===== src/hdl/arpc_pkg.sv =====
// Shared types and constants of the ARP cache table.
// Used by arpc_ctrl, arpc_datapath and arp_cache_table; depends on nothing.
`timescale 1ns / 1ps

package arpc_pkg;

    // Field widths
    localparam int KIND_W  = 2;
    localparam int IP_W    = 32;
    localparam int MAC_W   = 48;
    localparam int STATE_W = 2;
    localparam int MODE_W  = 2;
    localparam int TIME_W  = 32;
    localparam int TMO_W   = 16;
    localparam int SLOT_W  = 4;

    // Reset value of the pending timeout register
    localparam logic [TMO_W-1:0] TIMEOUT_RESET = 16'd10;

    // Register indexes
    localparam logic REG_PENDING_TIMEOUT = 1'b0;

    // Request kinds
    localparam logic [KIND_W-1:0] REQ_LOOKUP = 2'd0;
    localparam logic [KIND_W-1:0] REQ_UPDATE = 2'd1;
    localparam logic [KIND_W-1:0] REQ_EXPIRE = 2'd2;

    // Update modes
    localparam logic [MODE_W-1:0] MODE_INSERT    = 2'd0;
    localparam logic [MODE_W-1:0] MODE_FIND_ONLY = 2'd1;
    localparam logic [MODE_W-1:0] MODE_TRY_HARD  = 2'd2;

    // Requested entry states
    localparam logic [STATE_W-1:0] NEW_PENDING = 2'd0;
    localparam logic [STATE_W-1:0] NEW_STABLE  = 2'd1;

    // Stored entry kinds
    localparam logic [KIND_W-1:0] ENT_EMPTY   = 2'd0;
    localparam logic [KIND_W-1:0] ENT_PENDING = 2'd1;
    localparam logic [KIND_W-1:0] ENT_STABLE  = 2'd2;
    localparam logic [KIND_W-1:0] ENT_STATIC  = 2'd3;

    // One table entry as stored in memory
    typedef struct packed {
        logic [KIND_W-1:0] kind;
        logic [IP_W-1:0]   ip;
        logic [MAC_W-1:0]  mac;
        logic [TIME_W-1:0] stamp;
    } entry_t;

    // Controller to datapath commands
    typedef struct packed {
        logic start;   // latch request, clear accumulators, rewind address
        logic scan;    // read entry at address, advance address
        logic clear;   // write empty entry at address, advance address
        logic finish;  // write back and load result register
    } arpc_cmd_t;

    // Datapath to controller status
    typedef struct packed {
        logic addr_last;  // address counter sits on the last entry
        logic out_free;   // result register can take a new result
    } arpc_sts_t;

endpackage


===== src/hdl/arpc_ctrl.sv =====
// Controller state machine of the ARP cache table.
// Depends on arpc_pkg for the command and status structs.
`timescale 1ns / 1ps

module arpc_ctrl (
    input  logic              clk,
    input  logic              rst_n,
    input  logic              in_valid,
    output logic              in_ready,
    input  arpc_pkg::arpc_sts_t sts,
    output arpc_pkg::arpc_cmd_t cmd
);

    typedef enum logic [4:0] {
        ST_IDLE   = 5'b00001,
        ST_CLEAR  = 5'b00010,
        ST_SCAN   = 5'b00100,
        ST_DRAIN  = 5'b01000,
        ST_FINISH = 5'b10000
    } state_t;

    state_t state_reg;
    state_t state_next;

    // Sequence clear pass, scan, last compare and write-back
    always_comb
    begin
        state_next = state_reg;
        cmd        = '0;
        in_ready   = 1'b0;
        case (state_reg)
            ST_CLEAR:
            begin
                cmd.clear = 1'b1;
                if (sts.addr_last)
                begin
                    state_next = ST_IDLE;
                end
            end
            ST_IDLE:
            begin
                in_ready = 1'b1;
                if (in_valid)
                begin
                    cmd.start  = 1'b1;
                    state_next = ST_SCAN;
                end
            end
            ST_SCAN:
            begin
                cmd.scan = 1'b1;
                if (sts.addr_last)
                begin
                    state_next = ST_DRAIN;
                end
            end
            ST_DRAIN:
            begin
                state_next = ST_FINISH;
            end
            ST_FINISH:
            begin
                if (sts.out_free)
                begin
                    cmd.finish = 1'b1;
                    state_next = ST_IDLE;
                end
            end
            default:
            begin
                state_next = ST_CLEAR;
            end
        endcase
    end

    // Hold state
    always_ff @(posedge clk or negedge rst_n)
    begin
        if (!rst_n)
        begin
            state_reg <= ST_CLEAR;
        end
        else
        begin
            state_reg <= state_next;
        end
    end

endmodule


===== src/hdl/arpc_datapath.sv =====
// Datapath of the ARP cache table: entry memory, scan accumulators, result register.
// Depends on arpc_pkg; driven by arpc_ctrl through arpc_cmd_t.
`timescale 1ns / 1ps

module arpc_datapath #(
    parameter int TABLE_ENTRIES = 16
) (
    input  logic                          clk,
    input  logic                          rst_n,
    input  arpc_pkg::arpc_cmd_t           cmd,
    output arpc_pkg::arpc_sts_t           sts,
    input  logic [arpc_pkg::KIND_W-1:0]   req_kind,
    input  logic [arpc_pkg::IP_W-1:0]     req_ip,
    input  logic [arpc_pkg::MAC_W-1:0]    req_mac,
    input  logic [arpc_pkg::STATE_W-1:0]  req_state,
    input  logic [arpc_pkg::MODE_W-1:0]   req_mode,
    input  logic [arpc_pkg::TIME_W-1:0]   req_now,
    input  logic [arpc_pkg::TMO_W-1:0]    pending_timeout,
    input  logic                          out_ready,
    output logic                          out_valid,
    output logic                          out_hit,
    output logic                          out_resolved,
    output logic [arpc_pkg::MAC_W-1:0]    out_mac,
    output logic                          out_written,
    output logic [arpc_pkg::SLOT_W-1:0]   out_slot
);

    localparam int AW = (TABLE_ENTRIES > 1) ? $clog2(TABLE_ENTRIES) : 1;
    localparam logic [AW-1:0] LAST_ADDR = AW'(TABLE_ENTRIES - 1);

    // Entry memory
    arpc_pkg::entry_t mem [TABLE_ENTRIES];
    arpc_pkg::entry_t q_reg;

    // Request registers
    logic [arpc_pkg::KIND_W-1:0]  kind_reg;
    logic [arpc_pkg::IP_W-1:0]    ip_reg;
    logic [arpc_pkg::MAC_W-1:0]   mac_reg;
    logic [arpc_pkg::STATE_W-1:0] state_reg;
    logic [arpc_pkg::MODE_W-1:0]  mode_reg;
    logic [arpc_pkg::TIME_W-1:0]  now_reg;

    // Address and compare stage
    logic [AW-1:0] addr_reg;
    logic [AW-1:0] addr_next;
    logic          eval_valid_reg;
    logic [AW-1:0] eval_idx_reg;

    // Scan accumulators
    logic                          found_reg, found_next;
    logic [AW-1:0]                 found_idx_reg, found_idx_next;
    logic                          res_reg, res_next;
    logic [arpc_pkg::MAC_W-1:0]    fmac_reg, fmac_next;
    logic                          have_empty_reg, have_empty_next;
    logic [AW-1:0]                 empty_idx_reg, empty_idx_next;
    logic                          have_old_reg, have_old_next;
    logic [AW-1:0]                 old_idx_reg, old_idx_next;
    logic [arpc_pkg::TIME_W-1:0]   old_t_reg, old_t_next;
    logic                          expired_reg, expired_next;

    // Write port
    logic             we;
    logic [AW-1:0]    waddr;
    arpc_pkg::entry_t wdata;

    // Write-back selection and result
    logic                          expire_hit;
    logic [arpc_pkg::TIME_W-1:0]   age;
    logic                          upd_we;
    logic [AW-1:0]                 upd_idx;
    logic [arpc_pkg::KIND_W-1:0]   new_kind;
    logic [AW+3:0]                 found_ext;
    logic [AW+3:0]                 upd_ext;
    logic                          out_valid_reg;
    logic                          hit_reg, resolved_reg, written_reg;
    logic [arpc_pkg::MAC_W-1:0]    omac_reg;
    logic [arpc_pkg::SLOT_W-1:0]   slot_reg;
    logic                          hit_next, resolved_next, written_next;
    logic [arpc_pkg::MAC_W-1:0]    omac_next;
    logic [arpc_pkg::SLOT_W-1:0]   slot_next;

    assign sts.addr_last = (addr_reg == LAST_ADDR);
    assign sts.out_free  = !out_valid_reg || out_ready;

    // Advance address, wrap after the last entry
    always_comb
    begin
        addr_next = addr_reg;
        if (cmd.start)
        begin
            addr_next = '0;
        end
        else if (cmd.scan || cmd.clear)
        begin
            addr_next = sts.addr_last ? '0 : addr_reg + AW'(1);
        end
    end

    always_ff @(posedge clk or negedge rst_n)
    begin
        if (!rst_n)
        begin
            addr_reg       <= '0;
            eval_valid_reg <= 1'b0;
        end
        else
        begin
            addr_reg       <= addr_next;
            eval_valid_reg <= cmd.scan;
        end
    end

    // Latch request and compare index
    always_ff @(posedge clk)
    begin
        if (cmd.start)
        begin
            kind_reg  <= req_kind;
            ip_reg    <= req_ip;
            mac_reg   <= req_mac;
            state_reg <= req_state;
            mode_reg  <= req_mode;
            now_reg   <= req_now;
        end
        if (cmd.scan)
        begin
            eval_idx_reg <= addr_reg;
        end
    end

    // Compare one entry per cycle against the request
    assign age        = now_reg - q_reg.stamp;
    assign expire_hit = eval_valid_reg && (kind_reg == arpc_pkg::REQ_EXPIRE)
                        && (q_reg.kind == arpc_pkg::ENT_PENDING)
                        && (age > {16'd0, pending_timeout});

    always_comb
    begin
        found_next      = found_reg;
        found_idx_next  = found_idx_reg;
        res_next        = res_reg;
        fmac_next       = fmac_reg;
        have_empty_next = have_empty_reg;
        empty_idx_next  = empty_idx_reg;
        have_old_next   = have_old_reg;
        old_idx_next    = old_idx_reg;
        old_t_next      = old_t_reg;
        expired_next    = expired_reg;
        if (cmd.start)
        begin
            found_next      = 1'b0;
            found_idx_next  = '0;
            res_next        = 1'b0;
            fmac_next       = '0;
            have_empty_next = 1'b0;
            empty_idx_next  = '0;
            have_old_next   = 1'b0;
            old_idx_next    = '0;
            old_t_next      = '0;
            expired_next    = 1'b0;
        end
        else if (eval_valid_reg && !found_reg)
        begin
            case (kind_reg)
                arpc_pkg::REQ_LOOKUP:
                begin
                    if (q_reg.kind != arpc_pkg::ENT_EMPTY && q_reg.ip == ip_reg)
                    begin
                        found_next     = 1'b1;
                        found_idx_next = eval_idx_reg;
                        if (q_reg.kind == arpc_pkg::ENT_STABLE
                            || q_reg.kind == arpc_pkg::ENT_STATIC)
                        begin
                            res_next  = 1'b1;
                            fmac_next = q_reg.mac;
                        end
                    end
                end
                arpc_pkg::REQ_UPDATE:
                begin
                    if (q_reg.kind != arpc_pkg::ENT_STATIC)
                    begin
                        if (q_reg.kind != arpc_pkg::ENT_EMPTY && q_reg.ip == ip_reg)
                        begin
                            found_next     = 1'b1;
                            found_idx_next = eval_idx_reg;
                        end
                        else
                        begin
                            if (q_reg.kind == arpc_pkg::ENT_EMPTY && !have_empty_reg)
                            begin
                                have_empty_next = 1'b1;
                                empty_idx_next  = eval_idx_reg;
                            end
                            if (!have_old_reg || q_reg.stamp < old_t_reg)
                            begin
                                have_old_next = 1'b1;
                                old_t_next    = q_reg.stamp;
                                old_idx_next  = eval_idx_reg;
                            end
                        end
                    end
                end
                arpc_pkg::REQ_EXPIRE:
                begin
                    if (expire_hit)
                    begin
                        expired_next = 1'b1;
                    end
                end
                default:
                begin
                end
            endcase
        end
    end

    always_ff @(posedge clk)
    begin
        found_reg      <= found_next;
        found_idx_reg  <= found_idx_next;
        res_reg        <= res_next;
        fmac_reg       <= fmac_next;
        have_empty_reg <= have_empty_next;
        empty_idx_reg  <= empty_idx_next;
        have_old_reg   <= have_old_next;
        old_idx_reg    <= old_idx_next;
        old_t_reg      <= old_t_next;
        expired_reg    <= expired_next;
    end

    // Pick the update target: match, else first empty unless find-only, else oldest in try-hard mode
    always_comb
    begin
        upd_we  = 1'b0;
        upd_idx = found_idx_reg;
        if (kind_reg == arpc_pkg::REQ_UPDATE)
        begin
            if (found_reg)
            begin
                upd_we = 1'b1;
            end
            else if (mode_reg != arpc_pkg::MODE_FIND_ONLY)
            begin
                if (have_empty_reg)
                begin
                    upd_we  = 1'b1;
                    upd_idx = empty_idx_reg;
                end
                else if (mode_reg == arpc_pkg::MODE_TRY_HARD && have_old_reg)
                begin
                    upd_we  = 1'b1;
                    upd_idx = old_idx_reg;
                end
            end
        end
    end

    // Map requested state to stored kind; unknown codes store static
    always_comb
    begin
        case (state_reg)
            arpc_pkg::NEW_PENDING: new_kind = arpc_pkg::ENT_PENDING;
            arpc_pkg::NEW_STABLE:  new_kind = arpc_pkg::ENT_STABLE;
            default:               new_kind = arpc_pkg::ENT_STATIC;
        endcase
    end

    // Drive the memory write port
    always_comb
    begin
        we    = 1'b0;
        waddr = addr_reg;
        wdata = '0;
        if (cmd.clear)
        begin
            we = 1'b1;
        end
        else if (expire_hit)
        begin
            we    = 1'b1;
            waddr = eval_idx_reg;
        end
        else if (cmd.finish && upd_we)
        begin
            we          = 1'b1;
            waddr       = upd_idx;
            wdata.kind  = new_kind;
            wdata.ip    = ip_reg;
            wdata.mac   = mac_reg;
            wdata.stamp = now_reg;
        end
    end

    // Write and read the entry memory
    always_ff @(posedge clk)
    begin
        if (we)
        begin
            mem[waddr] <= wdata;
        end
        if (cmd.scan)
        begin
            q_reg <= mem[addr_reg];
        end
    end

    // Form the result fields
    assign found_ext = {4'b0000, found_idx_reg};
    assign upd_ext   = {4'b0000, upd_idx};

    always_comb
    begin
        hit_next      = 1'b0;
        resolved_next = 1'b0;
        omac_next     = '0;
        written_next  = 1'b0;
        slot_next     = '0;
        case (kind_reg)
            arpc_pkg::REQ_LOOKUP:
            begin
                hit_next      = found_reg;
                resolved_next = res_reg;
                omac_next     = fmac_reg;
                slot_next     = found_reg ? found_ext[3:0] : '0;
            end
            arpc_pkg::REQ_UPDATE:
            begin
                written_next = upd_we;
                slot_next    = upd_we ? upd_ext[3:0] : '0;
            end
            arpc_pkg::REQ_EXPIRE:
            begin
                written_next = expired_reg;
            end
            default:
            begin
            end
        endcase
    end

    // Hold the result until the transaction completes
    always_ff @(posedge clk or negedge rst_n)
    begin
        if (!rst_n)
        begin
            out_valid_reg <= 1'b0;
        end
        else if (cmd.finish)
        begin
            out_valid_reg <= 1'b1;
        end
        else if (out_ready)
        begin
            out_valid_reg <= 1'b0;
        end
    end

    always_ff @(posedge clk)
    begin
        if (cmd.finish)
        begin
            hit_reg      <= hit_next;
            resolved_reg <= resolved_next;
            omac_reg     <= omac_next;
            written_reg  <= written_next;
            slot_reg     <= slot_next;
        end
    end

    assign out_valid    = out_valid_reg;
    assign out_hit      = hit_reg;
    assign out_resolved = resolved_reg;
    assign out_mac      = omac_reg;
    assign out_written  = written_reg;
    assign out_slot     = slot_reg;

endmodule


===== src/hdl/arp_cache_table.sv =====
// Top level of the ARP cache table: stream ports, APB register, controller and datapath.
// Depends on arpc_pkg, arpc_ctrl and arpc_datapath.
`timescale 1ns / 1ps

// Channel   Direction  Signals                                  Carries
// s_axis    in         tvalid tready tdata[119:0] tuser[1:0]    one request
// m_axis    out        tvalid tready tdata[55:0]                one result
// apb       in/out     psel penable pwrite paddr pwdata prdata  pending_timeout
//
// A request is accepted in idle; the scan then reads each entry in turn through a registered
// memory read, a drain state makes the last compare, and a finish state writes back.
// The input stays closed until the controller is back in idle, so the next request is
// not taken before the result of the last one is loaded into the result register.
// After reset a clearing pass writes every entry empty, with
// s_axis_tready low. A result still waiting on m_axis_tready holds the next write-back.

module arp_cache_table #(
    parameter int TABLE_ENTRIES = 16
) (
    input  logic         clk,
    input  logic         rst_n,
    // APB configuration
    input  logic         psel,
    input  logic         penable,
    input  logic         pwrite,
    input  logic [2:0]   paddr,
    input  logic [31:0]  pwdata,
    output logic [31:0]  prdata,
    output logic         pready,
    // Request stream
    input  logic         s_axis_tvalid,
    output logic         s_axis_tready,
    input  logic [119:0] s_axis_tdata,   // ip_addr, mac_addr, new_state, mode, now, pad
    input  logic [1:0]   s_axis_tuser,   // kind
    // Result stream
    output logic         m_axis_tvalid,
    input  logic         m_axis_tready,
    output logic [55:0]  m_axis_tdata    // hit, resolved, found_mac, written, slot, pad
);

    arpc_pkg::arpc_cmd_t cmd;
    arpc_pkg::arpc_sts_t sts;

    logic [arpc_pkg::TMO_W-1:0]  timeout_reg;
    logic                        out_hit;
    logic                        out_resolved;
    logic [arpc_pkg::MAC_W-1:0]  out_mac;
    logic                        out_written;
    logic [arpc_pkg::SLOT_W-1:0] out_slot;

    // Write the timeout register on the access phase
    assign pready = 1'b1;

    always_ff @(posedge clk or negedge rst_n)
    begin
        if (!rst_n)
        begin
            timeout_reg <= arpc_pkg::TIMEOUT_RESET;
        end
        else if (psel && penable && pwrite && pready
                 && paddr[2] == arpc_pkg::REG_PENDING_TIMEOUT)
        begin
            timeout_reg <= pwdata[15:0];
        end
    end

    assign prdata = (paddr[2] == arpc_pkg::REG_PENDING_TIMEOUT) ? {16'd0, timeout_reg}
                                                                 : 32'd0;

    arpc_ctrl u_ctrl (
        .clk      (clk),
        .rst_n    (rst_n),
        .in_valid (s_axis_tvalid),
        .in_ready (s_axis_tready),
        .sts      (sts),
        .cmd      (cmd)
    );

    arpc_datapath #(
        .TABLE_ENTRIES (TABLE_ENTRIES)
    ) u_datapath (
        .clk             (clk),
        .rst_n           (rst_n),
        .cmd             (cmd),
        .sts             (sts),
        .req_kind        (s_axis_tuser),
        .req_ip          (s_axis_tdata[31:0]),
        .req_mac         (s_axis_tdata[79:32]),
        .req_state       (s_axis_tdata[81:80]),
        .req_mode        (s_axis_tdata[83:82]),
        .req_now         (s_axis_tdata[115:84]),
        .pending_timeout (timeout_reg),
        .out_ready       (m_axis_tready),
        .out_valid       (m_axis_tvalid),
        .out_hit         (out_hit),
        .out_resolved    (out_resolved),
        .out_mac         (out_mac),
        .out_written     (out_written),
        .out_slot        (out_slot)
    );

    // Pack the result fields
    assign m_axis_tdata = {1'b0, out_slot, out_written, out_mac, out_resolved, out_hit};

`ifndef SYNTHESIS
    // An accepted request keeps the input closed in the next cycle
    assert property (@(posedge clk) disable iff (!rst_n)
        s_axis_tvalid && s_axis_tready |=> !s_axis_tready)
        else $error("request accepted while a scan was starting");

    // A new result only follows a cycle with the input closed
    assert property (@(posedge clk) disable iff (!rst_n)
        $rose(m_axis_tvalid) |-> $past(!s_axis_tready))
        else $error("result appeared without a finished scan");

    // A resolved result is always a hit
    assert property (@(posedge clk) disable iff (!rst_n)
        m_axis_tvalid && m_axis_tdata[1] |-> m_axis_tdata[0])
        else $error("resolved without hit");

    // A hit never comes with a write
    assert property (@(posedge clk) disable iff (!rst_n)
        m_axis_tvalid |-> !(m_axis_tdata[0] && m_axis_tdata[50]))
        else $error("hit and written both set");
`endif

endmodule

===== config.mk =====
export PLATFORM = sky130hd
export DESIGN_NAME = arp_cache_table
export DESIGN_NICKNAME = d
export VERILOG_FILES = /design/src/hdl/arpc_pkg.sv /design/src/hdl/arpc_ctrl.sv /design/src/hdl/arpc_datapath.sv /design/src/hdl/arp_cache_table.sv
export SDC_FILE = /design/constraint.sdc
export NUM_CORES = 2
export LEC_CHECK = 0
export ABC_CLOCK_PERIOD_IN_PS = 24800
export CAP_MARGIN = 0
export CORE_MARGIN = 5
export CORE_UTILIZATION = 60
export DETAILED_ROUTE_END_ITERATION = 12
export DONT_BUFFER_PORTS = 1
export PLACE_DENSITY = 0.76
export SYNTH_ARGS = -nofsm -noshare
export SYNTH_HDL_FRONTEND = slang
export SYNTH_SLANG_ARGS = --single-unit

===== constraint.sdc =====
create_clock -name clk -period 24.8 [get_ports clk]
set_clock_uncertainty 0.05 [all_clocks]
set_input_delay 7.44 -clock clk [delete_from_list [all_inputs] [get_ports clk]]
set_output_delay 7.44 -clock clk [all_outputs]
set_load 0.01 [all_outputs]

# After elaboration in Yosys (flattened, before gate mapping)
# Memory sizes are Yosys's and may differ from the RTL's. A register that Yosys moved wholly into a read port is not among the register bits.
# Index checks and enable logic that the tools add are counted.
dict set report totals {
  reg_bits 301
  in_bits 164
  n_memories 1
  mem_bits_rw 1824
}
dict set report classes {
  n_lt_le_gt_ge 2
  n_addsub 2
  n_bitwise 2
  muxes 50
  reduce_logical 32
  eq_ne 21
}
# memory depth width rd rd_ports_with_merged_regs wr line_no
set memory_table {}
lappend memory_table {u_datapath.mem 16 114 1 1 1 arpc_datapath.sv:32} ;# arpc_pkg::entry_t mem [TABLE_ENTRIES];
# operator n
set op_table {}
lappend op_table {{$mux W114} 3}
lappend op_table {{$mux W4} 15}
lappend op_table {{$eq A32 B32 Y1} 1}
lappend op_table {{$gt A32 B16 Y1} 1}
lappend op_table {{$lt A32 B32 Y1} 1}
lappend op_table {{$sub A32 B32 Y32} 1}
lappend op_table {{$pmux W5 S5} 1}
lappend op_table {{$mux W1} 21}
lappend op_table {{$mux W5} 4}
lappend op_table {{$mux W16} 1}
lappend op_table {{$pmux W4 S2} 2}
lappend op_table {{$logic_and A1 B1 Y1} 11}
lappend op_table {{$ne A2 B2 Y1 const B} 5}
lappend op_table {{$reduce_and A5 Y1} 2}
lappend op_table {{$eq A2 B2 Y1 const B} 4}
lappend op_table {{$reduce_and A4 Y1} 2}
lappend op_table {{$reduce_bool A2 Y1} 4}
lappend op_table {{$eq A2 B1 Y1 const B} 3}
lappend op_table {{$logic_not A2 Y1} 3}
lappend op_table {{$reduce_and A3 Y1} 2}
lappend op_table {{$eq A5 B1 Y1 const B} 1}
lappend op_table {{$eq A5 B2 Y1 const B} 1}
lappend op_table {{$eq A5 B3 Y1 const B} 1}
lappend op_table {{$eq A5 B4 Y1 const B} 1}
lappend op_table {{other kinds (9)} 18}

# Longest topological paths before layout
dict set report depth {
  depth_word 13
  depth_mapped 25
}

# Modules after synthesis
# From an unflattened synthesis, not the netlist that was laid out.
dict set report hier_totals {
  cells_unflattened 4078
  hier_area_um2 87209.9
}
# mod n_inst cells_each area_per_inst_um2 seq_area_each_um2
set by_module_without_submodules {}
lappend by_module_without_submodules {arpc_datapath 1 3968 85929.9 65602.9}
lappend by_module_without_submodules {arp_cache_table 1 74 932.1 402.9}
lappend by_module_without_submodules {arpc_ctrl 1 36 347.8 126.4}

# Worst setup path before layout
# Ideal clock, no wire load.
dict set report synth_timing {
  path_type {in2reg}
  startpoint {input port m_axis_tready}
  endpoint {memory u_datapath.mem[2][0] (netlist name) (enable)}
  required_ns 23.843
  n_path_buf 0
  t_arrival_ns 23.149
  setup_ns 0.907
  setup_slack_ns 0.694
  cell_stages 7
  cell_sequence {nand2b_1 -> nor2b_1 -> nand2b_1 -> nor4b_1 -> a211o_1 -> a221o_1 -> nor4b_1}
}
# item line_no
set synth_lines {}
lappend synth_lines {{start, declared} arp_cache_table.sv:37} ;# input logic m_axis_tready,
lappend synth_lines {{end, declared} arpc_datapath.sv:32}

# Worst setup path after layout
dict set report layout_timing {
  startpoint {input port paddr[2]}
  endpoint {output port prdata[0]}
}
dict set report layout_via {
  elab_chain_cells 1
}
# item line_no
set layout_rtl {}
lappend layout_rtl {{start, declared} arp_cache_table.sv:26} ;# input logic [2:0] paddr,
lappend layout_rtl {{$mux W16} arp_cache_table.sv:67} ;# assign prdata = (paddr[2] == arpc_pkg::REG_PENDING_TIMEOUT) ? {16'd0, timeout_reg}
lappend layout_rtl {{end, declared} arp_cache_table.sv:28} ;# output logic [31:0] prdata,
# Every way passes these cells.

==> impl_metrics.csv <==
group,metric,value,unit
min_path,min_path_type,"reg -> reg",
cts,insertion_delay,0.85,ns
setup_path,worstPathArrival,7.63,ns
global_routing,grt_usage,25.8,%
setup_path,crit_path_start_kind,"input port",
global_routing,grt_pass1_wl,298000,µm
power,p_sw_share,29.7,%
setup_path,crit_chain,"nor2b_1",
global_routing,grt_start_max_net_pins,149,
timing,fin_setup_tns,0,ns
global_routing,grt_pass1_vias,46387,
synthesis,yosysWarnings,0,
placement,hpwlAfterDp,101000,µm
cts,postCtsSetupBuffers,0,
cts,htreeDepth,4,
outcome,outcome,"complete, no violations",
setup_path,crit_required,17.31,ns
floorplan,coreArea,146000,µm²
drt,vias,45756,
power,peakVddDrop,0.000150,V
global_routing,grt_antenna_before_repair,4,
drt,drc,0,
layout,antenna_cells,0,
layout,fill_cells,9199,
setup_path,cp_slowest_stage_delay,0.19,ns
timing,slew-limit-headroom,16.3,%
global_routing,overflow,0,
floorplan,die_w,393,µm
setup_path,crit_fanout,17,
synthesis,avgSynthCellArea,17.7,µm²
cts,ctsHoldBuffers,0,
drt,routed_via_density,6.44,
power,internal_power,7.23,mW
timing,whs,0.396,ns
synthesis,yosysUniqueCellTypes,89,
synthesis,yosysSeqAreaShare,75.0,%
cts,cts-resized-gates,0,
synthesis,synthArstFlopShare,1.21,%
timing,fmax,66.1,MHz
power,comb_power_share,22.8,%
synthesis,syn_inst,4977,
placement,portBuffers,0,
placement,gp_congestion,0.843,
cts,cts_inserted_buffers,212,
power,pwr-share-seq,44.6,%
synthesis,ys_ff_latch,2239,
floorplan,die_h,393,µm
layout,syn2layout_area_growth,10.8,%
setup_path,endpoint_kind,"primary output",
setup_path,crit_family,"simple AND/OR/NAND/NOR gates",
power,pwr-share-clk,32.6,%
timing,slew_violations,0,
drt,first_pass_iters,7,
drt,first_iter_violations,4916,
floorplan,dieArea,155000,µm²
drt,routed_wl,202000,µm
cts,cts_tree,"done",
job,maxCapViolations,0,
layout,largest_register_ff_count,1824,
timing,rsz0062_at_grt,"no",
timing,report.final.setup_viol,0,
timing,min_period_over_period,61.0,%
timing,period_needed,15.12,ns
synthesis,yosys.area.top_type_share,72.0,%
power,net-switching-power,3.06,mW
floorplan,num_rows,140,
setup_path,cp_num_buf_inv,0,
drt,drtAntennaViolNets,0,
power,leakage,36.4,nW
synthesis,synth_edf_count,2115,
timing,worst_pin_slew,1.24,ns
cts,clockBufferDepth,3,
setup_path,worstSetupPathType,"in -> out",
cts,clkTransAtPathRegs,0.06,ns
layout,drive_above_1_share,15.9,%
synthesis,synth_area_leader_cell,"edfxtp_1",
cts,clock-root-buffer,"clkbuf_16",
synthesis,netlist_area,88200,µm²
power,p_per_area,105,nW/µm²
floorplan,start_util,60.5,%
setup_path,crit_path_top_delay_cell,"nor2b_1",
timing,finalHoldViolations,0,
synthesis,ys_dominant_reg_cell,"edfxtp_1",
synthesis,ys_top_cells_by_area,"edfxtp_1 72%, mux4_2 5.8%, mux2i_1 4.5%, dfxtp_1 2.2%, mux2_2 1.7%",
cts,cts.sinks,2239,
floorplan,ios,255,
layout,nets,5257,
drt,wire_per_inst,28.4,µm
==> Yosys cell counts (105+ instances only) <==
| cell type | instances |
|---|---|
| edfxtp_1 | 2115 |
| mux2i_1 | 395 |
| nand2_1 | 253 |
| o21ai_0 | 251 |
| mux4_2 | 228 |
| a21oi_1 | 212 |
| clkbuf_1 | 195 |
| and2_1 | 170 |
| mux2_2 | 131 |
| a221oi_1 | 115 |
| a22oi_1 | 114 |
| nor2_1 | 105 |
==> stage by stage <==
stage	area, µm²	total power, mW	worst slack [ns]	std cells	util [%]
finish	97700	10.3	9.68	7108	67.0
global route	97700	10.7	9.65	7108	67.0
CTS	97700	10.3	9.67	7108	67.0
detailed placement	90400	6.99	9.67	6713	62.0
global placement	90400	6.95	9.67	6713	62.0
floorplan	88300	6.36	0.694	4993	-
==> logic make-up after synthesis <==
family | Yosys count | share of synthesized area [%]
other cells | 2 | 0.00851
buf+inv | 382 | 1.77
flops | 2239 | 75.0
simple gates | 654 | 3.70
compound gates | 811 | 5.89
mux | 754 | 12.0
fa+ha+maj | 83 | 1.19
xor+xnor | 52 | 0.516
==> cell usage in the layout, fill, tap and decap left out, types with 32 or more instances in the layout <==
| master | count |
|---|---|
| and2_1 | 168 |
| clkinv_2 | 37 |
| a221oi_1 | 114 |
| ha_1 | 81 |
| mux2i_1 | 395 |
| xor2_1 | 32 |
| inv_1 | 102 |
| nor2_1 | 105 |
| a21oi_1 | 212 |
| mux2_2 | 131 |
| clkbuf_1 | 49 |
| clkbuf_16 | 214 |
| mux4_2 | 228 |
| o21ai_0 | 251 |
| nand2_1 | 252 |
| edfxtp_1 | 2115 |
| buf_4 | 76 |
| dfxtp_1 | 97 |
| a22oi_1 | 114 |
==> per-layer routing <==
layer	global-route usage, %	part of all wire (%)	vias up
li1	-	-	19780
met1	35.4	39	23385
met2	42.8	49	2268
met3	5.53	9.4	323
met4	6.50	2.3	0
met5	0	0	-
==> worst paths after layout <==
| kind | start | to | slack, ns | depth (start not counted) |
|---|---|---|---|---|
| worst max-delay path | paddr[2] | prdata[0] | 9.68 | 1 |
| worst min register to register | u_datapath.fmac_reg[23] | u_datapath.fmac_reg[23] | 0.40 | 2 |
| max in group asynchronous | rst_n | u_ctrl.state_reg[1] | 18.22 | 0 |
| min in group asynchronous | rst_n | timeout_reg[9] | 6.26 | 0 |
| worst max register to register | u_datapath.now_reg[0] | u_datapath.mem[8][92] | 14.95 | 23 |
| worst min-delay path | u_datapath.fmac_reg[23] | u_datapath.fmac_reg[23] | 0.40 | 2 |
==> power groups by stage <==
stage	logic [mW]	registers [mW]	clock network, mW
3_5_place_dp	2.32	4.67	0
5_1_grt	2.52	4.61	3.57
3_3_place_gp	2.29	4.66	0
6_report	2.34	4.59	3.35
2_1_floorplan	1.65	4.71	0
4_1_cts	2.35	4.59	3.39
==> final cells by class <==
cell class / instances / area, µm² / area share (%)
timing repair buffer: 82 / 691 / 0.707
multi-input combinational: 2372 / 20800 / 21.3
tap: 1917 / 2400 / 2.45
clock buffer: 278 / 5750 / 5.88
clock inverter: 117 / 1590 / 1.63
inverter: 103 / 392 / 0.401
sequential: 2239 / 66100 / 67.7
(Power assumes the default switching activity.)
